--- src/rtl/core/sseg_pkg.sv ---
`default_nettype none

package sseg_pkg;

   localparam int DIGIT_WIDTH   = 3;
   localparam int CODE_WIDTH    = 8;
   localparam int SEG_WIDTH     = 3;
   localparam int GLYPH_WIDTH   = 5;
   localparam int LIST_DEPTH    = 8;
   localparam int INDEX_WIDTH   = 3;

   localparam logic [SEG_WIDTH-1:0] SEG_A  = 3'h3;
   localparam logic [SEG_WIDTH-1:0] SEG_B  = 3'h1;
   localparam logic [SEG_WIDTH-1:0] SEG_C  = 3'h2;
   localparam logic [SEG_WIDTH-1:0] SEG_D  = 3'h5;
   localparam logic [SEG_WIDTH-1:0] SEG_E  = 3'h7;
   localparam logic [SEG_WIDTH-1:0] SEG_F  = 3'h4;
   localparam logic [SEG_WIDTH-1:0] SEG_G  = 3'h6;
   localparam logic [SEG_WIDTH-1:0] SEG_DP = 3'h0;

   localparam logic [GLYPH_WIDTH-1:0] GLYPH_MODULUS = 5'd17;
   localparam logic [GLYPH_WIDTH-1:0] GLYPH_POINT   = 5'd16;

   // entry 0 is emitted first; unused entries hold the point address
   typedef logic [LIST_DEPTH-1:0][SEG_WIDTH-1:0] seg_list_type;

   typedef struct packed {
      logic [INDEX_WIDTH-1:0] last_index;
      seg_list_type           segs;
   } glyph_type;

   typedef struct packed {
      logic load;
      logic advance;
   } ctrl_cmd_type;

   typedef struct packed {
      logic digit_ok;
      logic last;
   } ctrl_status_type;

   // 16 = -1 mod 17, so code mod 17 = low nibble - high nibble, wrapped
   function automatic logic [GLYPH_WIDTH-1:0] code_to_glyph(
      input logic [CODE_WIDTH-1:0] code
   );
      logic [GLYPH_WIDTH-1:0] lo;
      logic [GLYPH_WIDTH-1:0] hi;
      lo = {1'b0, code[3:0]};
      hi = {1'b0, code[7:4]};
      if (lo >= hi) begin
         return lo - hi;
      end else begin
         return lo + GLYPH_MODULUS - hi;
      end
   endfunction

   // last_index counts the appended point when point is set, unless the glyph is the point
   function automatic glyph_type glyph_lookup(
      input logic [GLYPH_WIDTH-1:0] glyph,
      input logic                   point
   );
      glyph_type g;
      logic [INDEX_WIDTH-1:0] count_m1;
      logic                   append;
      g.segs   = '{default: SEG_DP};
      count_m1 = '0;
      case (glyph)
         5'd0: begin
            g.segs[5:0] = {SEG_F, SEG_E, SEG_D, SEG_C, SEG_B, SEG_A};
            count_m1 = 3'd5;
         end
         5'd1: begin
            g.segs[1:0] = {SEG_C, SEG_B};
            count_m1 = 3'd1;
         end
         5'd2: begin
            g.segs[4:0] = {SEG_G, SEG_E, SEG_D, SEG_B, SEG_A};
            count_m1 = 3'd4;
         end
         5'd3: begin
            g.segs[4:0] = {SEG_G, SEG_D, SEG_C, SEG_B, SEG_A};
            count_m1 = 3'd4;
         end
         5'd4: begin
            g.segs[3:0] = {SEG_G, SEG_F, SEG_C, SEG_B};
            count_m1 = 3'd3;
         end
         5'd5: begin
            g.segs[4:0] = {SEG_G, SEG_F, SEG_D, SEG_C, SEG_A};
            count_m1 = 3'd4;
         end
         5'd6: begin
            g.segs[5:0] = {SEG_G, SEG_F, SEG_E, SEG_D, SEG_C, SEG_A};
            count_m1 = 3'd5;
         end
         5'd7: begin
            g.segs[2:0] = {SEG_C, SEG_B, SEG_A};
            count_m1 = 3'd2;
         end
         5'd8: begin
            g.segs[6:0] = {SEG_G, SEG_F, SEG_E, SEG_D, SEG_C, SEG_B, SEG_A};
            count_m1 = 3'd6;
         end
         5'd9: begin
            g.segs[5:0] = {SEG_G, SEG_F, SEG_D, SEG_C, SEG_B, SEG_A};
            count_m1 = 3'd5;
         end
         5'd10: begin
            g.segs[5:0] = {SEG_G, SEG_F, SEG_E, SEG_C, SEG_B, SEG_A};
            count_m1 = 3'd5;
         end
         5'd11: begin
            g.segs[4:0] = {SEG_G, SEG_F, SEG_E, SEG_D, SEG_C};
            count_m1 = 3'd4;
         end
         5'd12: begin
            g.segs[3:0] = {SEG_F, SEG_E, SEG_D, SEG_A};
            count_m1 = 3'd3;
         end
         5'd13: begin
            g.segs[4:0] = {SEG_G, SEG_E, SEG_D, SEG_C, SEG_B};
            count_m1 = 3'd4;
         end
         5'd14: begin
            g.segs[4:0] = {SEG_G, SEG_F, SEG_E, SEG_D, SEG_A};
            count_m1 = 3'd4;
         end
         5'd15: begin
            g.segs[3:0] = {SEG_G, SEG_F, SEG_E, SEG_A};
            count_m1 = 3'd3;
         end
         default: begin
            g.segs[0] = SEG_DP;
            count_m1 = 3'd0;
         end
      endcase
      append       = point && (glyph != GLYPH_POINT);
      g.last_index = count_m1 + {2'b00, append};
      return g;
   endfunction

endpackage

`default_nettype wire

--- src/rtl/core/seven_segment_scan_sequencer_top.sv ---
// The first segment result is registered and valid the cycle after the request is taken.
// One result per cycle while rsp_stall is low, 1 to 8 per request; the next request
// can be taken in the same cycle as the last result of the one before it is taken.
// The segment list register and its index counter set this rate.
// A request for a digit at or above NUM_DIGITS is taken and gives no result.
// Reset (synchronous, active high) returns the controller to idle.
`default_nettype none

module seven_segment_scan_sequencer_top #(
   parameter int NUM_DIGITS = 6
) (
   input  wire logic                                 clock,
   input  wire logic                                 reset,
   input  wire logic                                 req_valid,
   output logic                                      req_stall,
   input  wire logic [sseg_pkg::DIGIT_WIDTH-1:0]     req_digit_select,
   input  wire logic [sseg_pkg::CODE_WIDTH-1:0]      req_char_code,
   input  wire logic                                 req_show_point,
   output logic                                      rsp_valid,
   input  wire logic                                 rsp_stall,
   output logic [sseg_pkg::DIGIT_WIDTH-1:0]          rsp_digit_out,
   output logic [sseg_pkg::SEG_WIDTH-1:0]            rsp_segment_address,
   output logic                                      rsp_last_segment
);

   sseg_pkg::ctrl_cmd_type    cmd;
   sseg_pkg::ctrl_status_type status;

   sseg_ctrl u_ctrl (
      .clock     (clock),
      .reset     (reset),
      .req_valid (req_valid),
      .req_stall (req_stall),
      .rsp_valid (rsp_valid),
      .rsp_stall (rsp_stall),
      .status    (status),
      .cmd       (cmd)
   );

   sseg_dpath #(
      .NUM_DIGITS (NUM_DIGITS)
   ) u_dpath (
      .clock               (clock),
      .req_digit_select    (req_digit_select),
      .req_char_code       (req_char_code),
      .req_show_point      (req_show_point),
      .cmd                 (cmd),
      .status              (status),
      .rsp_digit_out       (rsp_digit_out),
      .rsp_segment_address (rsp_segment_address),
      .rsp_last_segment    (rsp_last_segment)
   );

endmodule

`default_nettype wire

--- src/rtl/core/sseg_ctrl.sv ---
`default_nettype none

module sseg_ctrl (
   input  wire logic                     clock,
   input  wire logic                     reset,
   input  wire logic                     req_valid,
   output logic                          req_stall,
   output logic                          rsp_valid,
   input  wire logic                     rsp_stall,
   input  wire sseg_pkg::ctrl_status_type status,
   output sseg_pkg::ctrl_cmd_type        cmd
);

   localparam logic STATE_IDLE = 1'b0;
   localparam logic STATE_EMIT = 1'b1;

   logic state_ff;
   logic state_in;
   logic rsp_take;
   logic done;
   logic req_take;

   assign rsp_valid   = (state_ff == STATE_EMIT);
   assign rsp_take    = rsp_valid && !rsp_stall;
   assign done        = rsp_take && status.last;
   assign req_stall   = rsp_valid && !done;
   assign req_take    = req_valid && !req_stall;
   assign cmd.load    = req_take && status.digit_ok;
   assign cmd.advance = rsp_take && !status.last;

   always_comb begin
      state_in = state_ff;
      if (cmd.load) begin
         state_in = STATE_EMIT;
      end else if (done) begin
         state_in = STATE_IDLE;
      end
   end

   always_ff @(posedge clock) begin
      if (reset) begin
         state_ff <= STATE_IDLE;
      end else begin
         state_ff <= state_in;
      end
   end

endmodule

`default_nettype wire

--- src/rtl/core/sseg_dpath.sv ---
`default_nettype none

module sseg_dpath #(
   parameter int NUM_DIGITS = 6
) (
   input  wire logic                                 clock,
   input  wire logic [sseg_pkg::DIGIT_WIDTH-1:0]     req_digit_select,
   input  wire logic [sseg_pkg::CODE_WIDTH-1:0]      req_char_code,
   input  wire logic                                 req_show_point,
   input  wire sseg_pkg::ctrl_cmd_type               cmd,
   output sseg_pkg::ctrl_status_type                 status,
   output logic [sseg_pkg::DIGIT_WIDTH-1:0]          rsp_digit_out,
   output logic [sseg_pkg::SEG_WIDTH-1:0]            rsp_segment_address,
   output logic                                      rsp_last_segment
);

   logic [sseg_pkg::DIGIT_WIDTH-1:0] digit_ff;
   sseg_pkg::seg_list_type           segs_ff;
   logic [sseg_pkg::INDEX_WIDTH-1:0] last_index_ff;
   logic [sseg_pkg::INDEX_WIDTH-1:0] index_ff;
   sseg_pkg::glyph_type              glyph;

   assign glyph = sseg_pkg::glyph_lookup(sseg_pkg::code_to_glyph(req_char_code),
                                         req_show_point);

   assign status.digit_ok = ({1'b0, req_digit_select}
                             < (sseg_pkg::DIGIT_WIDTH + 1)'(NUM_DIGITS));
   assign status.last     = (index_ff == last_index_ff);

   always_ff @(posedge clock) begin
      if (cmd.load) begin
         digit_ff      <= req_digit_select;
         segs_ff       <= glyph.segs;
         last_index_ff <= glyph.last_index;
         index_ff      <= '0;
      end else if (cmd.advance) begin
         index_ff <= index_ff + 1'b1;
      end
   end

   assign rsp_digit_out       = digit_ff;
   assign rsp_segment_address = segs_ff[index_ff];
   assign rsp_last_segment    = status.last;

endmodule

`default_nettype wire

--- config.mk ---
export PLATFORM = sky130hd
export DESIGN_NAME = seven_segment_scan_sequencer_top
export DESIGN_NICKNAME = d
export VERILOG_FILES = /design/src/rtl/core/sseg_pkg.sv /design/src/rtl/core/seven_segment_scan_sequencer_top.sv /design/src/rtl/core/sseg_ctrl.sv /design/src/rtl/core/sseg_dpath.sv
export SDC_FILE = /design/constraint.sdc
export NUM_CORES = 1
export LEC_CHECK = 0
export BUFFER_PORTS_ARGS = -buffer_cell sky130_fd_sc_hd__buf_2
export CELL_PAD_IN_SITES_DETAIL_PLACEMENT = 1
export CELL_PAD_IN_SITES_GLOBAL_PLACEMENT = 1
export CORE_MARGIN = 5
export CORE_UTILIZATION = 41
export CTS_CLUSTER_SIZE = 10
export DETAILED_ROUTE_END_ITERATION = 8
export GPL_ROUTABILITY_DRIVEN = 0
export PLACE_DENSITY_LB_ADDON = 0.1
export REMOVE_ABC_BUFFERS = 1
export SLEW_MARGIN = 15
export SYNTH_ARGS = -nofsm -noshare
export SYNTH_HDL_FRONTEND = slang
export SYNTH_SLANG_ARGS = --single-unit
--- constraint.sdc ---
create_clock -name clock -period 3.35 [get_ports clock]
set_clock_uncertainty 0.15 [all_clocks]
set_input_delay 0.1675 -clock clock [delete_from_list [all_inputs] [get_ports clock]]
set_output_delay 0.1675 -clock clock [all_outputs]
set_load 0.02 [all_outputs]
==> results of run 1 <==
-- worst max path at each step --
stage | from | endpoint | slack, ns | cells past startpoint
2_1_floorplan | req_char_code[6] | u_dpath.last_index_ff[1]$_DFFE_PP_ | -0.18 | 12
6_report | req_char_code[2] | u_dpath.last_index_ff[2]$_DFFE_PP_ | 0.22 | 13
4_1_cts | req_char_code[6] | u_dpath.last_index_ff[2]$_DFFE_PP_ | 0.16 | 14
3_5_place_dp | req_char_code[6] | u_dpath.last_index_ff[2]$_DFFE_PP_ | -0.13 | 14
5_1_grt | req_char_code[1] | u_dpath.last_index_ff[2]$_DFFE_PP_ | 0.06 | 15
3_3_place_gp | req_char_code[6] | u_dpath.last_index_ff[2]$_DFFE_PP_ | 0.04 | 14
-- routing by layer --
metal	global-route usage [%]	up-vias	wire (um)	share of wire, %
li1	-	978	-	-
met5	0	-	0	0
met3	0.891	2	80	1.4
met1	20.6	921	2560	46
met4	4.46	0	41	0.73
met2	30.6	14	2900	52
-- repair_timing --
action                     in CTS  in global routing
hold buffers                    4                  0
setup buffers                   0                  0
setup endpoints to repair       0                  2
hold endpoints to repair        4                  0
resized for setup               0                  1
-- where the power goes --
part / total, mW / switching [mW] / internal (mW)
clock: 0.177 / 0.0919 / 0.0849
sequential: 0.465 / 0.0308 / 0.434
combinational: 0.653 / 0.370 / 0.284
-- placed cells by master (no fill, tap or decap), types with 5 or more instances in the layout --
master	synthesis	layout
a211oi_1	5	5
a21oi_1	22	22
a22o_1	6	6
buf_2	3	24
buf_4	0	24
edfxtp_1	23	23
ha_1	12	12
inv_1	17	17
mux2i_1	5	5
nand2_1	15	15
nor2_1	24	24
nor2b_1	5	5
nor3_1	8	8
o21ai_0	10	10
xnor2_1	8	8
-- sequential cells by signal, indices dropped and copies added (netlist names) --
register and cells:
u_dpath.last_index_ff 3, u_dpath.index_ff 3, u_dpath.segs_ff 17, u_dpath.rsp_digit_out 3
u_ctrl.rsp_valid 1
-- cells in the mapped netlist (3+ instances only) --
| cell | count |
|---|---|
| a22o_1 | 6 |
| buf_2 | 3 |
| o21ai_0 | 10 |
| a21oi_1 | 22 |
| mux2i_1 | 5 |
| edfxtp_1 | 23 |
| o22ai_1 | 3 |
| clkbuf_1 | 7 |
| nor3_1 | 8 |
| a311oi_1 | 3 |
| xnor2_1 | 8 |
| or4b_1 | 3 |
| xor2_1 | 4 |
| nor2_1 | 24 |
| o21a_1 | 3 |
| ha_1 | 12 |
| nor2b_1 | 5 |
| nand2_1 | 15 |
| dfxtp_1 | 4 |
| mux2_2 | 3 |
| inv_1 | 17 |
| nand3_1 | 4 |
| a31oi_1 | 3 |
| a211oi_1 | 5 |
-- through the flow --
| step | hold slack, ns | total power [mW] | utilization, % | TNS (ns) | area [um^2] |
|---|---|---|---|---|---|
| floorplan | 0.0899 | 0.899 | - | -0.420 | 2160 |
| global placement | 0.178 | 1.10 | 49.2 | 0 | 2540 |
| detailed placement | 0.180 | 1.12 | 49.2 | -0.229 | 2540 |
| CTS | 0.128 | 1.30 | 50.8 | 0 | 2630 |
| global route | 0.160 | 1.39 | 51.0 | 0 | 2640 |
| finish | 0.128 | 1.30 | 51.0 | 0 | 2640 |
-- layout make-up --
cell class                      count  area share, %
Clock buffer                        4           1.71
Inverter                           18           2.56
Multi-Input combinational cell    183           50.3
Sequential cell                    27           29.2
Tap cell                           70           3.32
Timing Repair Buffer               52           12.9
-- worst register-to-register path, stage by stage, from the launching register on --
cell and delay (ns):
dfxtp_1 0.63, xnor2_1 0.17, nand3_1 0.12, o21ai_0 0.22, and2_1 0.16, buf_4 0.28
-- cells by family after synthesis --
group	synth area share, %
AOI/OAI and AO/OA	23.7
xor gates and xnor gates	4.77
adders and majority gates	8.63
buffers and inverters	5.17
DFF	35.0
muxes	4.83
and+or+nand+nor	17.9
==> summary.txt, run 1 <==
Yosys cell types: 58
Required time worst endpoint: 3.21 ns
Core area: 5170 um^2
Initial antenna violation count: 0
Syn_area_per_cell: 9.22 um^2
Drt pass-1 iters: 4
Die W: 83.3 um
Worst R2R End: u_dpath.segs_ff[9]$_DFFE_PP_
# fillers: 612
Slew Limit Headroom: 67.8%
DP Worst Slack: -0.133 ns
# setup viols final: 0
Fmax: 319 MHz
Max-cap viol count: 0
Synth-to-Final Area Change: 19.6%
Clk buf depth: 2
Die Ht: 83.3 um
Sequential element share of the synthesized area: 35.0%
Worst hold path startpoint: rsp_stall
CP top delay family: simple AND/OR/NAND/NOR gates
Worst Path Buf+Inv: 3
Pins Over Slew Limit: 0
Cells along the critical path: buf_2 > ha_1 > inv_1 > fa_1 > buf_4 > nor3_2 > nor3_1 > or4b_1 > or2_1 > o311ai_1 > ha_1 > ha_1 > xor2_1
CP endpoint kind: flop
Yosys warns: 0
Final Non-Filler Cells: 354
Synth top area cells: edfxtp_1 (31%), ha_1 (6.8%), a21oi_1 (5.0%)
Ys flop type: edfxtp_1
Period utilization: 93.6%
Pwr per Cell Area: 491 nW/um^2
Drt via density: 5.41
Clk_lat worst skew: 0.26 ns
Largest area contributor in the netlist: edfxtp_1
Vias in the first global route: 2051
FFs w/ async S/R, synth: 0%
Unrepaired setup endpoints after global routing: false
Setup CP Type: in2reg
Htree depth: 1
CTS sink cnt: 27
Slowest cell delay on critical path: 0.53 ns
# IOs: 25
Most frequent CP cell: ha_1
Multi-input gate area: 1330 um^2
Clock-pin transition on the worst setup and hold timing paths: 0.09 ns
WP data arrival: 3.00 ns
FP Rows: 26
R2R setup slack: 1.28 ns
Outcome: finished, final reports clean
Die footprint: 6940 um^2
CP Launch Type: input pin
Crit path max fanout: 3
First-pass GRT wire length: 9670 um
Antenna Violating Nets Remaining: 0
Wire length per cell: 15.8 um
Antenna cells: 0
Buffers added on ports: 24
GR Util All Layers: 16.5%
Syn Inst Count: 239
Clk root buf: clkbuf_8
DP HPWL: 4540 um
Final hold vios: 0
Worst slew pin tran: 0.483 ns
Global route overflow: 0
Num CTS Buffers: 3
Largest net degree at the start of global routing: 24
Post-synth design cell area: 2200 um^2
Post-synth EDFFs: 23
Worst setup margin: 0.216 ns
R2R Path Start: u_dpath.index_ff[0]$_SDFFE_PP0P_
Placed Cells: 346
Worst r2r path cells: 5
Slowest-stage cell, CP: or4b_1
Synth top area share: 31.3%
WHS Endpoint: u_dpath.index_ff[0]$_SDFFE_PP0P_
DRT iter0 DRCs: 85
Post-route minimum period: 3.13 ns
Remaining DRCs: 0
Peak VDD IR: 0.186 mV
Initial cell density of the core: 42.6%
CTS tree: yes
Hold depth: 4
Via Count: 1915
Pleak: 1.09 nW
Total Wirelength: 5580 um
Worst hold-check path type: in2reg
Ratio of cells with drive above 1 in the final layout: 23.6%
#FFs+latches synth: 27
Final net count: 315
FF+latch area: 771 um^2
No activity file was read; power rests on OpenSTA's default activity.
==> inputs of run 2 (changes only) <==
Settings changed: CTS_CLUSTER_DIAMETER from default to 100, RECOVER_POWER from default to 50.
==> run 2 against run 1 <==
Count of clock-buffer cells in the layout stayed put. Via count is 0.73% lower. Sequential power hardly changed. Power is 0.46% lower. Register-to-register slack worse by 0.63 ns. Sequential share of layout area is 0.15 points higher. Final area is 0.52% lower. Global-route usage stayed put. Critical path depth stayed put. Clock power hardly changed. Combinational power is 0.8% lower.
==> summary.txt, run 2 (synthesis gave the netlist of run 1 again) <==
Outcome: finished, final reports clean
Most frequent cells in the layout: nor2_1 (24), buf_4 (23), edfxtp_1 (23)
Global route overflow: 0
Clk_lat worst skew: 0.26 ns
Largest net degree at the start of global routing: 24
First-pass GRT wire length: 9670 um
Total power: 1.29 mW
Setup Total Neg Slack: 0 ns
Max reg flops: 17
Antenna Violating Nets Remaining: 0
Ratio of cells with drive above 1 in the final layout: 20.4%
Largest Register: u_dpath.segs_ff
Buffers added on ports: 24
Synth-to-Final Area Change: 19.0%
WP data arrival: 3.00 ns
Drt via density: 5.37
GR Util All Layers: 16.5%
Worst R2R End: u_dpath.segs_ff[12]$_DFFE_PP_
Critical path origin: req_char_code[2]
Clock-pin transition on the worst setup and hold timing paths: 0.09 ns
Die footprint: 6940 um^2
DRT iter0 DRCs: 75
Post-route minimum period: 3.14 ns
CP endpoint kind: flop
Total Wirelength: 5580 um
Clk root buf: clkbuf_8
CTS tree: yes
# setup viols final: 0
CP Launch Type: input pin
Most common cell after layout, fill and taps aside: nor2_1
Die Ht: 83.3 um
Hold depth: 4
Worst slew pin tran: 1.16 ns
FP Rows: 26
Htree depth: 1
Worst r2r path cells: 5
Period utilization: 93.6%
Pins Over Slew Limit: 0
Peak VDD IR: 0.183 mV
Worst hold-check path type: in2reg
Worst hold path startpoint: rsp_stall
Post-CTS Setup Repair Bufs: 0
Pleak: 1.06 nW
Core area: 5170 um^2
Fmax: 319 MHz
Max-cap viol count: 0
Initial cell density of the core: 42.6%
Drt pass-1 iters: 4
Pwr per Cell Area: 492 nW/um^2
CTS sink cnt: 27
Antenna cells: 0
DP HPWL: 4540 um
Die W: 83.3 um
Vias in the first global route: 2051
Num CTS Buffers: 3
R2R Path Start: u_dpath.index_ff[0]$_SDFFE_PP0P_
Via Count: 1901
Wire length per cell: 15.8 um
# IOs: 25
Setup CP Type: in2reg
Final net count: 315
Crit path max fanout: 3
Final hold vios: 0
Slew Limit Headroom: 22.4%
Required time worst endpoint: 3.21 ns
Clk buf depth: 2
Unrepaired setup endpoints after global routing: false
WHS Endpoint: u_dpath.index_ff[0]$_SDFFE_PP0P_
Initial antenna violation count: 0
Remaining DRCs: 0
R2R setup slack: 0.65 ns
## run 2: changes by cell type in the layout (fill, tap and decap cells not counted), sizes merged
cell	before	now
buf	48	39
clkbuf	4	13
## run 2: final cells by class
| cell class | instances | area [um^2] |
|---|---|---|
| clock buffers | 4 | 45.0 |
| fillers | 618 | 2550 |
| inverters | 18 | 67.6 |
| multi-input cells | 183 | 1330 |
| flip-flops and latches | 27 | 771 |
| well taps | 70 | 87.6 |
| repair buffers | 52 | 327 |
## run 2: metrics by stage
step / instance area, um^2 / instances / setup WS (ns) / hold slack, ns / utilization, %
global route: 2620 / 354 / 0.0638 / 0.160 / 50.7
CTS: 2630 / 354 / 0.163 / 0.128 / 50.8
finish: 2620 / 354 / 0.214 / 0.130 / 50.7
detailed placement: 2540 / 346 / -0.133 / 0.180 / 49.2
global placement: 2540 / 346 / 0.0394 / 0.178 / 49.2
floorplan: 2160 / 228 / -0.185 / 0.0899 / -
## run 2: power breakdown
group	switching (mW)	internal, mW	total [mW]
Clock	0.0907	0.0849	0.176
Combinational	0.369	0.279	0.648
Sequential	0.0309	0.435	0.466
## run 2: worst max path at each step
stage	end	slack, ns	cells after the start
4_1_cts	u_dpath.last_index_ff[2]$_DFFE_PP_	0.16	14
5_1_grt	u_dpath.last_index_ff[2]$_DFFE_PP_	0.06	15
3_5_place_dp	u_dpath.last_index_ff[2]$_DFFE_PP_	-0.13	14
3_3_place_gp	u_dpath.last_index_ff[2]$_DFFE_PP_	0.04	14
6_report	u_dpath.last_index_ff[2]$_DFFE_PP_	0.21	13
2_1_floorplan	u_dpath.last_index_ff[1]$_DFFE_PP_	-0.18	12
## run 2: metal layers
metal	share of wire, %	global-route usage (%)	wire [um]
met1	46	20.6	2570
met2	52	30.6	2920
met3	1.0	0.891	58
met4	0.73	4.46	41
met5	0	0	0
## run 2: repair_timing
item / CTS / global route
hold buffers: 4 / 0
hold endpoints to repair: 4 / 0
endpoints found under the setup margin: 0 / 2
gates resized for setup: 0 / 1
## run 2: worst max-delay path: stages
cell and delay [ns]:
buf_2 0.10, ha_1 0.20, inv_1 0.08, fa_1 0.45, buf_4 0.16, nor3_2 0.19, nor3_1 0.09, or4b_1 0.53
or2_1 0.28, o311ai_1 0.31, ha_1 0.21, ha_1 0.16, xor2_1 0.07
==> inputs of run 3 (changes only) <==
Settings changed: BUFFER_PORTS_ARGS -buffer_cell sky130_fd_sc_hd__buf_2 to -buffer_cell sky130_fd_sc_hd__buf_4, GPL_TIMING_DRIVEN from default to 0, REMOVE_ABC_BUFFERS 1 to default.
==> run 3 against run 2 <==
Cell count is 3.1% lower. Fmax is 3.1% lower. Critical path depth is 1 higher. Highest routed layer unchanged. Via count is 1.9% higher. Die area stayed put. Final area is 1.4% higher. Count of clock-buffer cells in the layout stayed put. Worst setup slack worse by 0.10 ns. Sequential cell count stayed put. Sequential share of layout area is 0.40 points lower. Critical path type unchanged.
==> summary.txt, run 3 (synthesis gave the netlist of run 1 again) <==
Outcome: finished, final reports clean
CP Launch Type: input pin
Max reg flops: 17
Htree depth: 1
Core area: 5170 um^2
Via Count: 1938
Synth-to-Final Area Change: 20.7%
# setup viols final: 0
WP data arrival: 3.10 ns
Initial antenna violation count: 0
Post-route minimum period: 3.24 ns
Placed Cells: 333
FF+latch area: 771 um^2
Clk_lat worst skew: 0.27 ns
Worst hold-check path type: in2reg
Most frequent cells in the layout: nor2_1 (24), edfxtp_1 (23), a21oi_1 (22)
Pleak: 1.01 nW
Required time worst endpoint: 3.21 ns
Global route overflow: 0
Final hold vios: 0
FP Rows: 26
Peak VDD IR: 0.325 mV
Setup CP Type: in2reg
Buffers added on ports: 24
Syn Nets: 269
Max-cap viol count: 0
Final Cell Area: 2660 um^2
Die W: 83.3 um
Initial cell density of the core: 42.6%
# fillers: 603
Worst slew pin tran: 0.997 ns
Pins Over Slew Limit: 0
DP Worst Slack: -0.546 ns
Pwr per Cell Area: 488 nW/um^2
# IOs: 25
Antenna Violating Nets Remaining: 0
Slowest-stage cell, CP: fa_2
Final net count: 304
Drt via density: 5.65
Final Non-Filler Cells: 343
Most common cell after layout, fill and taps aside: nor2_1
Worst Path Buf+Inv: 4
CP top delay family: adder cells
Clock-pin transition on the worst setup and hold timing paths: 0.08 ns
Fmax: 309 MHz
Die Ht: 83.3 um
Remaining DRCs: 0
Most frequent CP cell: inv_2
Largest net degree at the start of global routing: 24
Drt pass-1 iters: 4
Period utilization: 96.6%
GR Util All Layers: 16.6%
Die footprint: 6940 um^2
CP endpoint kind: flop
Cells along the critical path: buf_4 > inv_2 > ha_4 > inv_2 > fa_2 > inv_2 > a221oi_2 > a21oi_1 > a311o_1 > or4b_4 > o311ai_4 > ha_2 > ha_4 > xor2_1
First-pass GRT wire length: 9620 um
Clk buf depth: 2
Worst setup margin: 0.115 ns
DP HPWL: 4490 um
Total Wirelength: 5760 um
Final core utilization: 51.4%
Slowest cell delay on critical path: 0.61 ns
Area after DPL: 2470 um^2
Wire length per cell: 16.8 um
CTS sink cnt: 27
Crit path max fanout: 5
Ratio of cells with drive above 1 in the final layout: 20.5%
Multi-input gate area: 1440 um^2
DRT iter0 DRCs: 74
Vias in the first global route: 1954
Slew Limit Headroom: 33.5%
CTS tree: yes
Antenna cells: 0
Clk root buf: clkbuf_8
Largest Register: u_dpath.segs_ff
Num CTS Buffers: 3
Setup Total Neg Slack: 0 ns
==> run 3: cell type report <==
type                            instances  share of cell area (%)
Sequential cell                        27                    29.0
Timing Repair Buffer                   30                    7.58
Tap cell                               70                    3.29
Clock buffer                            4                    1.69
Multi-Input combinational cell        183                    54.2
Inverter                               18                    2.54
Buffer                                 11                    1.69
==> run 3: final timing paths <==
| check | from | endpoint | slack [ns] | depth (start not counted) |
|---|---|---|---|---|
| setup / recovery | req_char_code[6] | u_dpath.last_index_ff[2]$_DFFE_PP_ | 0.11 | 14 |
| hold / removal | rsp_stall | u_dpath.index_ff[0]$_SDFFE_PP0P_ | 0.11 | 4 |
| setup reg to reg | u_dpath.index_ff[1]$_SDFFE_PP0P_ | u_dpath.segs_ff[13]$_DFFE_PP_ | 0.69 | 5 |
| hold reg to reg | u_ctrl.rsp_valid$_SDFFE_PP0P_ | u_dpath.index_ff[2]$_SDFFE_PP0P_ | 0.47 | 1 |
==> run 3: metrics by stage <==
step / power [mW] / hold slack, ns
5_1_grt: 1.40 / 0.121
6_report: 1.30 / 0.107
2_1_floorplan: 0.908 / 0.0899
3_5_place_dp: 1.08 / 0.178
4_1_cts: 1.28 / 0.104
3_3_place_gp: 1.07 / 0.180
==> run 3: routing by layer <==
layer,vias up,GRT usage [%],wire [um]
li1,960,-,-
met1,952,22.7,2750
met3,2,2.67,155
met2,24,28.4,2830
met5,-,0,0
met4,0,2.23,24
==> run 3: what timing repair did <==
item                                    4_1_cts  5_1_grt
hold buffers                                  4        0
gates resized for setup                       4       21
pin swaps                                     0       10
setup buffers                                 0        2
endpoints found under the setup margin        3        2
hold endpoints to repair                      4        0
==> run 3: power by group <==
group | internal [mW] | total [mW] | switching, mW
sequential | 0.435 | 0.452 | 0.0175
clock | 0.0850 | 0.176 | 0.0909
combinational | 0.268 | 0.671 | 0.403
==> run 3: worst register-to-register path: stages, from the launching register on <==
cell and delay, ns:
dfxtp_1 0.36, clkbuf_1 0.42, xnor2_1 0.18, nand3_1 0.13, o21ai_0 0.21, and2_1 0.82
